<file path="src/rtl/fbc_pkg.sv">
// fbc_pkg: shared types and constants for the frustum box cull block.
// Used by fbc_dot_unit, frustum_box_cull and the testbench; depends on nothing.
package fbc_pkg;

    // Port width of every value field (Q16.16)
    localparam int unsigned FIELD_W = 32;

    // Matrix store geometry: column*4+row
    localparam int unsigned MAT_DEPTH = 16;

    // Input beat modes
    localparam logic MODE_LOAD  = 1'b0;
    localparam logic MODE_QUERY = 1'b1;

    // Component codes issued to the dot unit; the last one carries the distance
    localparam logic [1:0] COMP_X    = 2'd0;
    localparam logic [1:0] COMP_Y    = 2'd1;
    localparam logic [1:0] COMP_Z    = 2'd2;
    localparam logic [1:0] COMP_DIST = 2'd3;

    // Rows 0..2 of the matrix are added to or subtracted from row 3
    localparam logic [1:0] ROW_W = 2'd3;

    // Six planes, indexed {row, minus}
    localparam logic [2:0] LAST_PLANE = 3'd5;

    // Sequencer states
    typedef enum logic [3:0] {
        S_IDLE  = 4'b0001,
        S_RUN   = 4'b0010,
        S_DRAIN = 4'b0100,
        S_WAIT  = 4'b1000
    } t_state;

    // Tag that travels with one plane component through the dot unit
    typedef struct packed {
        logic       valid;
        logic [1:0] comp;
        logic       minus;
        logic       last;
        logic       nz;
    } t_op_tag;

    // Per-plane verdict from the dot unit
    typedef struct packed {
        logic valid;
        logic reject;
        logic last;
    } t_plane_stat;

endpackage

</file>
<file path="src/rtl/fbc_ram.sv">
// fbc_ram: generic register-file RAM, one write port, two registered read ports.
// No dependencies.
module fbc_ram #(
    parameter int unsigned WIDTH = 32,
    parameter int unsigned DEPTH = 16
) (
    input  logic                     i_clk,
    input  logic                     i_we,
    input  logic [$clog2(DEPTH)-1:0] i_waddr,
    input  logic [WIDTH-1:0]         i_wdata,
    input  logic [$clog2(DEPTH)-1:0] i_raddr_a,
    input  logic [$clog2(DEPTH)-1:0] i_raddr_b,
    output logic [WIDTH-1:0]         o_rdata_a,
    output logic [WIDTH-1:0]         o_rdata_b
);

    logic [WIDTH-1:0] r_mem [DEPTH];

    // Write port
    always_ff @(posedge i_clk) begin
        if (i_we) begin
            r_mem[i_waddr] <= i_wdata;
        end
    end

    // Registered read ports
    always_ff @(posedge i_clk) begin
        o_rdata_a <= r_mem[i_raddr_a];
        o_rdata_b <= r_mem[i_raddr_b];
    end

endmodule

</file>
<file path="src/rtl/fbc_dot_unit.sv">
// fbc_dot_unit: shared plane evaluation unit, one component per beat.
// Forms the normal component, picks the box vertex, multiplies, accumulates.
// Depends on fbc_pkg.
module fbc_dot_unit
    import fbc_pkg::*;
#(
    parameter int unsigned VALUE_WIDTH = 32
) (
    input  logic                   i_clk,
    input  logic                   i_rst_n,
    input  t_op_tag                i_tag,
    input  logic [VALUE_WIDTH-1:0] i_elem_a,
    input  logic [VALUE_WIDTH-1:0] i_elem_b,
    input  logic [VALUE_WIDTH-1:0] i_coord_min,
    input  logic [VALUE_WIDTH-1:0] i_coord_max,
    output t_plane_stat            o_stat
);

    localparam int unsigned VW    = VALUE_WIDTH;
    localparam int unsigned ACC_W = 2 * VW + 3;

    // Stage 1: normal component and vertex selection
    logic signed [VW:0]   w_n;
    logic signed [VW:0]   r_n;
    logic signed [VW-1:0] r_v;
    t_op_tag              r_tag2;

    always_comb begin
        if (i_tag.minus) begin
            w_n = $signed({i_elem_a[VW-1], i_elem_a}) - $signed({i_elem_b[VW-1], i_elem_b});
        end else begin
            w_n = $signed({i_elem_a[VW-1], i_elem_a}) + $signed({i_elem_b[VW-1], i_elem_b});
        end
    end

    always_ff @(posedge i_clk) begin
        r_n <= w_n;
        // positive vertex: max where the normal component is >= 0
        r_v <= w_n[VW] ? $signed(i_coord_min) : $signed(i_coord_max);
        if (!i_rst_n) begin
            r_tag2 <= '0;
        end else begin
            r_tag2.valid <= i_tag.valid;
            r_tag2.comp  <= i_tag.comp;
            r_tag2.minus <= i_tag.minus;
            r_tag2.last  <= i_tag.last;
            r_tag2.nz    <= (i_tag.comp != COMP_DIST) && (|w_n);
        end
    end

    // Stage 2: multiply, or scale the distance to Q.32
    logic signed [2*VW:0]   w_prod;
    logic signed [ACC_W-1:0] w_dist;
    logic signed [ACC_W-1:0] r_prod;
    t_op_tag                 r_tag3;

    assign w_prod = r_n * r_v;
    assign w_dist = ACC_W'(r_n) <<< 16;

    always_ff @(posedge i_clk) begin
        r_prod <= (r_tag2.comp == COMP_DIST) ? w_dist : ACC_W'(w_prod);
        if (!i_rst_n) begin
            r_tag3 <= '0;
        end else begin
            r_tag3 <= r_tag2;
        end
    end

    // Stage 3: accumulate; the distance beat closes the plane
    logic signed [ACC_W-1:0] r_acc;
    logic signed [ACC_W-1:0] w_sum;
    logic                    r_nz;
    logic                    w_nz;

    assign w_sum = ((r_tag3.comp == COMP_X) ? ACC_W'(0) : r_acc) + r_prod;
    assign w_nz  = ((r_tag3.comp == COMP_X) ? 1'b0 : r_nz) | r_tag3.nz;

    always_ff @(posedge i_clk) begin
        if (r_tag3.valid) begin
            r_acc <= w_sum;
            r_nz  <= w_nz;
        end
    end

    // A plane with an all-zero normal never rejects
    always_comb begin
        o_stat.valid  = r_tag3.valid && (r_tag3.comp == COMP_DIST);
        o_stat.reject = w_nz && w_sum[ACC_W-1];
        o_stat.last   = r_tag3.last;
    end

endmodule

</file>
<file path="src/rtl/frustum_box_cull.sv">
// frustum_box_cull: view-frustum rejection of axis-aligned boxes, top level.
// Load beat: one matrix element is written; the block stays idle and ready.
// Query beat: 24 component beats (6 planes x 4) through the shared dot unit;
// ready again once the result is posted to the output register; queries do not overlap.
// Reset (i_rst_n low, synchronous) empties the matrix to zero and idles the block.
// Depends on fbc_pkg, fbc_ram and fbc_dot_unit.
module frustum_box_cull
    import fbc_pkg::*;
#(
    parameter int unsigned VALUE_WIDTH = 32
) (
    input  logic               i_clk,
    input  logic               i_rst_n,
    input  logic               i_in_valid,
    output logic               o_in_ready,
    input  logic               i_mode,
    input  logic [3:0]         i_elem_index,
    input  logic [FIELD_W-1:0] i_elem_value,
    input  logic [FIELD_W-1:0] i_min_x,
    input  logic [FIELD_W-1:0] i_min_y,
    input  logic [FIELD_W-1:0] i_min_z,
    input  logic [FIELD_W-1:0] i_max_x,
    input  logic [FIELD_W-1:0] i_max_y,
    input  logic [FIELD_W-1:0] i_max_z,
    output logic               o_out_valid,
    input  logic               i_out_ready,
    output logic               o_visible
);

    localparam int unsigned VW = VALUE_WIDTH;

    t_state r_state, n_state;

    logic w_accept;
    logic w_load;
    logic w_query;

    assign o_in_ready = (r_state == S_IDLE);
    assign w_accept   = i_in_valid && o_in_ready;
    assign w_load     = w_accept && (i_mode == MODE_LOAD);
    assign w_query    = w_accept && (i_mode == MODE_QUERY);

    // Box capture
    logic [VW-1:0] r_bmin [3];
    logic [VW-1:0] r_bmax [3];

    always_ff @(posedge i_clk) begin
        if (w_query) begin
            r_bmin[0] <= i_min_x[VW-1:0];
            r_bmin[1] <= i_min_y[VW-1:0];
            r_bmin[2] <= i_min_z[VW-1:0];
            r_bmax[0] <= i_max_x[VW-1:0];
            r_bmax[1] <= i_max_y[VW-1:0];
            r_bmax[2] <= i_max_z[VW-1:0];
        end
    end

    // Plane / component sequencer
    logic [2:0] r_plane;
    logic [1:0] r_comp;
    logic       w_issue;
    logic       w_issue_last;

    assign w_issue      = (r_state == S_RUN);
    assign w_issue_last = (r_plane == LAST_PLANE) && (r_comp == COMP_DIST);

    always_ff @(posedge i_clk) begin
        if (!i_rst_n) begin
            r_plane <= '0;
            r_comp  <= COMP_X;
        end else if (w_query) begin
            r_plane <= '0;
            r_comp  <= COMP_X;
        end else if (w_issue) begin
            r_comp <= r_comp + 2'd1;
            if (r_comp == COMP_DIST) begin
                r_plane <= r_plane + 3'd1;
            end
        end
    end

    // Matrix store: row 3 element and row r element of the current column
    logic [3:0]    w_addr_a;
    logic [3:0]    w_addr_b;
    logic [VW-1:0] w_rdata_a;
    logic [VW-1:0] w_rdata_b;
    logic [15:0]   r_valid;
    logic          r_va;
    logic          r_vb;

    assign w_addr_a = {r_comp, ROW_W};
    assign w_addr_b = {r_comp, r_plane[2:1]};

    fbc_ram #(
        .WIDTH (VW),
        .DEPTH (MAT_DEPTH)
    ) u_mat (
        .i_clk     (i_clk),
        .i_we      (w_load),
        .i_waddr   (i_elem_index),
        .i_wdata   (i_elem_value[VW-1:0]),
        .i_raddr_a (w_addr_a),
        .i_raddr_b (w_addr_b),
        .o_rdata_a (w_rdata_a),
        .o_rdata_b (w_rdata_b)
    );

    // Unwritten entries read as zero
    always_ff @(posedge i_clk) begin
        if (!i_rst_n) begin
            r_valid <= '0;
        end else if (w_load) begin
            r_valid[i_elem_index] <= 1'b1;
        end
        r_va <= r_valid[w_addr_a];
        r_vb <= r_valid[w_addr_b];
    end

    // Tag aligned with the registered read data
    t_op_tag r_tag1;

    always_ff @(posedge i_clk) begin
        if (!i_rst_n) begin
            r_tag1 <= '0;
        end else begin
            r_tag1.valid <= w_issue;
            r_tag1.comp  <= r_comp;
            r_tag1.minus <= r_plane[0];
            r_tag1.last  <= (r_plane == LAST_PLANE);
            r_tag1.nz    <= 1'b0;
        end
    end

    // Box coordinates for the component in stage 1
    logic [VW-1:0] w_cmin;
    logic [VW-1:0] w_cmax;

    always_comb begin
        case (r_tag1.comp)
            COMP_X: begin
                w_cmin = r_bmin[0];
                w_cmax = r_bmax[0];
            end
            COMP_Y: begin
                w_cmin = r_bmin[1];
                w_cmax = r_bmax[1];
            end
            COMP_Z: begin
                w_cmin = r_bmin[2];
                w_cmax = r_bmax[2];
            end
            default: begin
                w_cmin = r_bmin[0];
                w_cmax = r_bmax[0];
            end
        endcase
    end

    t_plane_stat w_stat;

    fbc_dot_unit #(
        .VALUE_WIDTH (VW)
    ) u_dot (
        .i_clk       (i_clk),
        .i_rst_n     (i_rst_n),
        .i_tag       (r_tag1),
        .i_elem_a    (r_va ? w_rdata_a : '0),
        .i_elem_b    (r_vb ? w_rdata_b : '0),
        .i_coord_min (w_cmin),
        .i_coord_max (w_cmax),
        .o_stat      (w_stat)
    );

    // Verdict: visible unless some plane rejects
    logic r_vis;

    always_ff @(posedge i_clk) begin
        if (w_query) begin
            r_vis <= 1'b1;
        end else if (w_stat.valid && w_stat.reject) begin
            r_vis <= 1'b0;
        end
    end

    // Output register
    logic w_post;

    assign w_post = (r_state == S_WAIT) && (!o_out_valid || i_out_ready);

    always_ff @(posedge i_clk) begin
        if (!i_rst_n) begin
            o_out_valid <= 1'b0;
        end else if (w_post) begin
            o_out_valid <= 1'b1;
        end else if (i_out_ready) begin
            o_out_valid <= 1'b0;
        end
        if (w_post) begin
            o_visible <= r_vis;
        end
    end

    // State machine
    always_comb begin
        n_state = r_state;
        case (r_state)
            S_IDLE: begin
                if (w_query) begin
                    n_state = S_RUN;
                end
            end
            S_RUN: begin
                if (w_issue_last) begin
                    n_state = S_DRAIN;
                end
            end
            S_DRAIN: begin
                if (w_stat.valid && w_stat.last) begin
                    n_state = S_WAIT;
                end
            end
            S_WAIT: begin
                if (w_post) begin
                    n_state = S_IDLE;
                end
            end
            default: begin
                n_state = S_IDLE;
            end
        endcase
    end

    always_ff @(posedge i_clk) begin
        if (!i_rst_n) begin
            r_state <= S_IDLE;
        end else begin
            r_state <= n_state;
        end
    end

`ifndef SYNTH
    // Plane verdicts only arrive while a query is in flight
    a_stat_in_query: assert property (@(posedge i_clk) disable iff (!i_rst_n)
        w_stat.valid |-> (r_state == S_RUN || r_state == S_DRAIN))
        else $error("plane verdict outside a query");

    // A query beat starts the sequencer at plane 0, component x
    a_query_start: assert property (@(posedge i_clk) disable iff (!i_rst_n)
        w_query |=> (r_state == S_RUN && r_plane == 3'd0 && r_comp == COMP_X))
        else $error("query did not start the sequencer");

    // A result is posted only from the wait state
    a_post_from_wait: assert property (@(posedge i_clk) disable iff (!i_rst_n)
        $rose(o_out_valid) |-> $past(r_state == S_WAIT))
        else $error("result posted outside the wait state");
`endif

endmodule

</file>
<file path="config.mk">
export PLATFORM = sky130hd
export DESIGN_NAME = frustum_box_cull
export DESIGN_NICKNAME = d
export VERILOG_FILES = /design/src/rtl/fbc_pkg.sv /design/src/rtl/fbc_ram.sv /design/src/rtl/fbc_dot_unit.sv /design/src/rtl/frustum_box_cull.sv
export SDC_FILE = /design/constraint.sdc
export NUM_CORES = 2
export LEC_CHECK = 0
export BUFFER_PORTS_ARGS = -buffer_cell sky130_fd_sc_hd__buf_2
export CAP_MARGIN = 20
export CORE_UTILIZATION = 50
export CTS_CLUSTER_DIAMETER = 40
export DETAILED_ROUTE_END_ITERATION = 10
export PLACE_DENSITY = 0.66
export SLEW_MARGIN = 10
export SYNTH_ARGS = -nofsm -noshare
export SYNTH_HDL_FRONTEND = slang
export SYNTH_SLANG_ARGS = --single-unit
</file>
<file path="constraint.sdc">
create_clock -name i_clk -period 21.9 [get_ports i_clk]
set_input_delay 2.19 -clock i_clk [delete_from_list [all_inputs] [get_ports i_clk]]
set_output_delay 2.19 -clock i_clk [all_outputs]
set_load 0.02 [all_outputs]
</file>
After elaboration in Yosys (flattened, before gate mapping)

Memories as Yosys holds them, arrays and structs flattened. A register that Yosys moved wholly into a read port is not among the register bits.
Cells that the tools add are included.

Word-level logic and storage cells: 104
Memories: 3
Input port bits: 233
Output and inout port bits: 3
Register bits after elaboration: 245
RAM bits: 704

Equality and inequality tests: 15
Magnitude comparators: 4
Add/sub/neg operators: 5
Multipliers: 1
Reductions and logical operators: 19
Mux-type cells: 26
Bitwise gates (word level): 4

Memories:

| name        | depth | bits a word | read ports | clocked after memory_dff | write ports | RTL line               | source |
|---|---|---|---|---|---|---|---|
| u_mat.r_mem | 16    | 32          | 2          | 2                        | 1           | fbc_ram.sv:17          | `logic [WIDTH-1:0] r_mem [DEPTH];` |
| r_bmax      | 3     | 32          | 3          | 0                        | 3           | frustum_box_cull.sv:45 | `logic [VW-1:0] r_bmax [3];` |
| r_bmin      | 3     | 32          | 3          | 0                        | 3           | frustum_box_cull.sv:44 | `logic [VW-1:0] r_bmin [3];` |

Operators by type and width:

| operator             | number |
|---|---|
| $mux W67             | 2 |
| $pmux W32 S2         | 2 |
| $mux W32             | 3 |
| $add A67 B67 Y67     | 1 |
| $mul A33 B32 Y65     | 1 |
| $add A32 B32 Y33     | 1 |
| $mux W33             | 1 |
| $reduce_or A33 Y1    | 1 |
| $sub A32 B32 Y33     | 1 |
| $mux W4              | 4 |
| $or A16 B16 Y16      | 1 |
| $pmux W4 S4          | 1 |
| $lt A4 B5 Y1 const B | 3 |
| $logic_and A1 B1 Y1  | 11 |
| $mux W1              | 10 |
| $eq A2 B2 Y1 const B | 4 |
| $ne A2 B2 Y1 const B | 3 |
| $bmux W1 S4          | 1 |
| $demux W1 S4         | 1 |
| $eq A4 B1 Y1 const B | 1 |
| $eq A4 B2 Y1 const B | 1 |
| $eq A4 B3 Y1 const B | 1 |
| $eq A4 B4 Y1 const B | 1 |
| $ge A4 B1 Y1 const B | 1 |
| other kinds (15)     | 17 |

Depth between registers and ports, before layout

Word-level depth: 5
Depth in mapped cells: 29
Gate-level depth less buffers: 27

Modules after synthesis

Synthesis repeated with hierarchy kept, for this count alone.

Cell total of the unflattened synthesis: 7070
Area, all modules: 82591.7 um2

By module, submodules not included:

| module           | area each (um2) | cells an instance | seq. area each (um2) | times used |
|---|---|---|---|---|
| fbc_dot_unit     | 49451.2         | 5295              | 4844.6               | 1 |
| fbc_ram          | 24220.7         | 1141              | 16656.0              | 1 |
| frustum_box_cull | 8919.8          | 634               | 6476.2               | 1 |

Least setup slack after synthesis

Ideal clock, no wire load.

Path kind: register to register
Start: reg u_dot.r_n[32]
End: reg u_dot.r_prod[65]
Data required time: 21768 ps
Arrival time: 7597 ps
Clock period less this slack: 7729 ps
Library setup time: 132 ps
Setup slack: 14171 ps
Buffers on the path: 1
Stages on the path, launching flop included: 28
Path through: dfxtp_1 > clkbuf_1 > nand2_1 > inv_1 > fa_1 > inv_1 > fa_1 > inv_1 > fa_1 > fa_1 > inv_1 > fa_1 > inv_1 > fa_1 > inv_1 > fa_1 > inv_1 > fa_1 > ha_1 > and3_1 > and2_1 > a221o_1 > a21oi_1 > o31ai_1 > nor2_1 > o41ai_1 > xnor2_1 > a21oi_1

Longest elaborated chain between the ends: 2

RTL lines:

| element                | RTL line           | source |
|---|---|---|
| from (decl)            | fbc_dot_unit.sv:24 | `logic signed [VW:0] r_n;` |
| from (signal assigned) | fbc_dot_unit.sv:37 | `r_n <= w_n;` |
| $mul A33 B32 Y65       | fbc_dot_unit.sv:57 | `assign w_prod = r_n * r_v;` |
| $mux W67 (*)           | fbc_dot_unit.sv:61 | `r_prod <= (r_tag2.comp == COMP_DIST) ? w_dist : ACC_W'(w_prod);` |
| to (signal assigned)   | fbc_dot_unit.sv:61 |  |
| to (decl)              | fbc_dot_unit.sv:54 | `logic signed [ACC_W-1:0] r_prod;` |

Every way passes the cells marked *; elsewhere a longest branch is shown, timed or not.
A chain may end at the register's enable or synchronous reset.

Final worst setup path

Start: reg u_dot.r_n[23]
End: reg u_dot.r_prod[57]

Longest elaborated chain between the ends: 2

RTL lines:

| element          | RTL line |
|---|---|
| $mul A33 B32 Y65 | fbc_dot_unit.sv:57 |
| $mux W67         | fbc_dot_unit.sv:61 |

No other way between the ends.

==> summary.md <==
| Metric | Value |
|---|---|
| Clock sinks | 1,011 |
| DR vias/cell | 5.661 |
| TritonCTS clock tree | yes |
| Post-synth EDFFs | 773 |
| Post-synthesis cell count | 6,720 |
| # hold bufs at CTS | 0 |
| WP buf/inv | 2 |
| Inst Count DP | 8,751 |
| Clock skew | 0.09442 ns |
| Reg-to-reg startpoint | u_dot.r_n[23] |
| Row count | 145 |
| Initial DRC Count | 3,638 |
| Endpoint class of the critical path | flop |
| Final Setup Violations | 0 |
| Setup TNS | 0 ns |
| Critical path's slowest cell | a2111oi_0 |
| Final worst-path cycle share | 40.13% |
| IO Port Bufs | 235 |
| Root buffer cell | clkbuf_16 |
| Critical path arrival | 9.48 ns |
| Worst slew pin tran | 1.064 ns |
| Final-report hold violation count | 0 |
| Async SR Flop Fraction | 0% |
| RSZ-0062 raised after global routing | false |
| Crit path max-delay family | adder cells |
| HPWL Detailed | 143.3 mm |
| Nets | 8,471 |
| Post-route insts no fill | 9,017 |
| Initial core utilization | 50.64% |
| Max incr delay on CP | 0.69 ns |
| Post-route ant nets | 0 |
| Final WL | 198.9 mm |
| Main area contributors after synthesis | edfxtp_1 (29%), fa_1 (28%), dfxtp_1 (6.0%) |
| Yosys top cell area share | 29.21% |
| Min Hold Slack | 0.4339 ns |
| Gr usage total | 25.44% |
| H-tree depth | 4 |
| Worst-Skew Late Latency | 0.81 ns |
| First-pass GRT wire length | 315.5 mm |
| CP cell instances | buf_4 > nand2_1 > fa_1 > fa_1 > fa_1 > fa_1 > inv_1 > fa_1 > fa_1 > fa_1 > fa_1 > ha_1 > nand4_1 > or2_0 > a211oi_1 > o31ai_1 > a2111oi_0 > o2111ai_1 > o221ai_1 > a31o_2 > a31oi_1 > or4_1 > nand4_1 |
| Status | completed |
| R2R depth | 23 |
| Synth unique cells | 77 |
| Ys Warns | 0 |
| Worst-case clock buffer depth | 3 |
| Post-synthesis sequential area ratio | 35.20% |
| Relative slew slack | 29.06% |
| Global route total overflow | 0 |
| Area growth syn-to-layout | 10.39% |
| Via count | 51,050 |
| Hold EP | u_dot.r_tag2[5] |
| Vias in the first global route | 55,670 |
| Max Slew Vio Count | 0 |
| Initial antenna violation count | 18 |
| Commonest register cell after synthesis | edfxtp_1 |
| DRC errors left | 0 |
| Most frequent CP cell | fa_1 |
| Min-delay src | r_tag1[5] |
| Die H | 400.7 µm |
| Minimum clock period | 8.789 ns |
| Post-synth top area cell | edfxtp_1 |
| Avg Cell Area, Syn | 11.83 µm² |
| Yosys reg bits | 1,011 |
| Worst hold-check path type | flop to flop |
| R2R setup slack | 13.11 ns |
| Setup Buffers After CTS | 0 |
| Max Freq | 113.8 MHz |
| Required time of the critical path | 22.59 ns |
| DR pass1 iterations | 5 |
| Post-route cell area | 87,720 µm² |
| Ports | 236 |
| Synth cell count leaders | fa_1 (1,114), inv_1 (1,006), edfxtp_1 (773) |
| Hold path depth | 1 |
| Placed Area | 82,760 µm² |
| Largest net degree at the start of global routing | 78 |
| Fillers | 12,910 |
| Fraction of layout cells with a size suffix above 1 | 11.94% |
| Critical Path Start Type | flop |
| Crit path kind | flop to flop |
| Max_cap viols | 0 |
| R2R Path End | u_dot.r_prod[57] |
| Synth Cell Area | 79,470 µm² |
| CORE AREA | 156,900 µm² |
| CTS buffer count | 138 |
| Clock slew at reported path FFs | 0.06 ns |
| Count leader, synth | fa_1 |
| Die Area | 160,500 µm² |
| Mapped Nets | 8,358 |
| CP Max Fanout | 23 |
| Wire per inst | 22.06 µm |
| PostCTS Resize Cnt | 0 |
| Gpl congestion | 0.8877 |
| Chip width | 400.7 µm |
-- placed cells by master, fill, tap and decap left out, types with 14 or more instances in the layout --
| master | n |
|---|---|
| fa_1 | 1114 |
| inv_1 | 1005 |
| edfxtp_1 | 773 |
| nand2_1 | 643 |
| and2_1 | 585 |
| ha_1 | 289 |
| buf_2 | 235 |
| dfxtp_1 | 225 |
| a21oi_1 | 219 |
| mux4_2 | 198 |
| nor2_1 | 193 |
| clkbuf_16 | 142 |
| o21ai_0 | 118 |
| a21o_1 | 109 |
| xnor2_1 | 105 |
| buf_4 | 97 |
| nor2b_1 | 95 |
| a221oi_1 | 67 |
| xor2_1 | 64 |
| nand3_1 | 49 |
| o21a_1 | 41 |
| a221o_1 | 35 |
| mux2i_1 | 35 |
| nor3_1 | 31 |
| nand4_1 | 31 |
| o21bai_1 | 31 |
| nand2b_1 | 29 |
| and3_1 | 22 |
| a31oi_1 | 20 |
| a211oi_1 | 19 |
| o211ai_1 | 18 |
| inv_6 | 17 |
| clkinvlp_4 | 17 |
| a21boi_0 | 14 |
-- per-stage QoR --
| stage | setup WS, ns | utilization (%) |
|---|---|---|
| after global routing | 12.65 | 55.90 |
| final | 13.11 | 55.90 |
| after floorplan | 14.17 | - |
| after CTS | 13.21 | 55.89 |
| after detailed placement | 13.27 | 52.74 |
| after global placement | 12.82 | 52.73 |
-- logic make-up after synthesis --
group           after synthesis  share of synthesized area (%)
simple gates               1751                          11.05
mux                         233                          6.052
xor+xnor                    171                          1.918
flops                      1011                          35.20
compound gates              781                          6.641
buf+inv                    1368                          6.490
fa+ha+maj                  1405                          32.64
-- worst reg2reg max path, stage by stage (launching register included) --
cell	delay [ns]
dfxtp_1	0.67
buf_4	0.39
nand2_1	0.16
fa_1	0.58
fa_1	0.44
fa_1	0.47
fa_1	0.55
inv_1	0.05
fa_1	0.49
fa_1	0.46
fa_1	0.57
fa_1	0.46
ha_1	0.46
nand4_1	0.14
or2_0	0.23
a211oi_1	0.23
o31ai_1	0.20
a2111oi_0	0.69
o2111ai_1	0.20
o221ai_1	0.29
a31o_2	0.25
a31oi_1	0.14
or4_1	0.48
nand4_1	0.10
-- area by class of cell --
class | count | area [µm²] | area share, %
Timing Repair Buffer | 333 | 1919 | 2.188
Antenna cell | 8 | 20.02 | 0.02282
Tap cell | 2058 | 2575 | 2.935
Sequential cell | 1011 | 28000 | 31.92
Inverter | 1008 | 3789 | 4.319
Clock buffer | 165 | 3734 | 4.256
Clock inverter | 93 | 1209 | 1.378
Multi-Input combinational cell | 4341 | 46480 | 52.98
-- registers in the layout, indices dropped and copies added, names as in the netlist, 16 cells and up --
register,count
r_bmax,96
u_mat.r_mem,512
u_dot.r_prod,65
u_mat.o_rdata_b,32
u_dot.r_acc,67
u_mat.o_rdata_a,32
r_bmin,96
u_dot.r_v,32
r_valid,16
u_dot.r_n,33
-- layer usage --
| layer | track usage [%] | share of wire [%] | vias to the layer above |
|---|---|---|---|
| met5 | 0 | 0.057 | - |
| met4 | 9.433 | 3.6 | 16 |
| met3 | 4.510 | 6.4 | 434 |
| met2 | 43.87 | 51 | 1797 |
| met1 | 32.04 | 39 | 26420 |
| li1 | - | - | 22380 |
-- worst max path at each step --
| stage | cells past startpoint | startpoint | to |
|---|---|---|---|
| after floorplan | 27 | u_dot.r_n[32] | u_dot.r_prod[65] |
| after global placement | 24 | u_dot.r_v[7] | u_dot.r_prod[63] |
| after detailed placement | 23 | u_dot.r_n[23] | u_dot.r_prod[57] |
| after CTS | 23 | u_dot.r_n[23] | u_dot.r_prod[57] |
| after global routing | 25 | u_dot.r_n[32] | u_dot.r_prod[65] |
| final | 23 | u_dot.r_n[23] | u_dot.r_prod[57] |
Power is left out: the tool's default activity adds up to more than one toggle a clock period on the data nets, which glitch-free logic cannot reach.
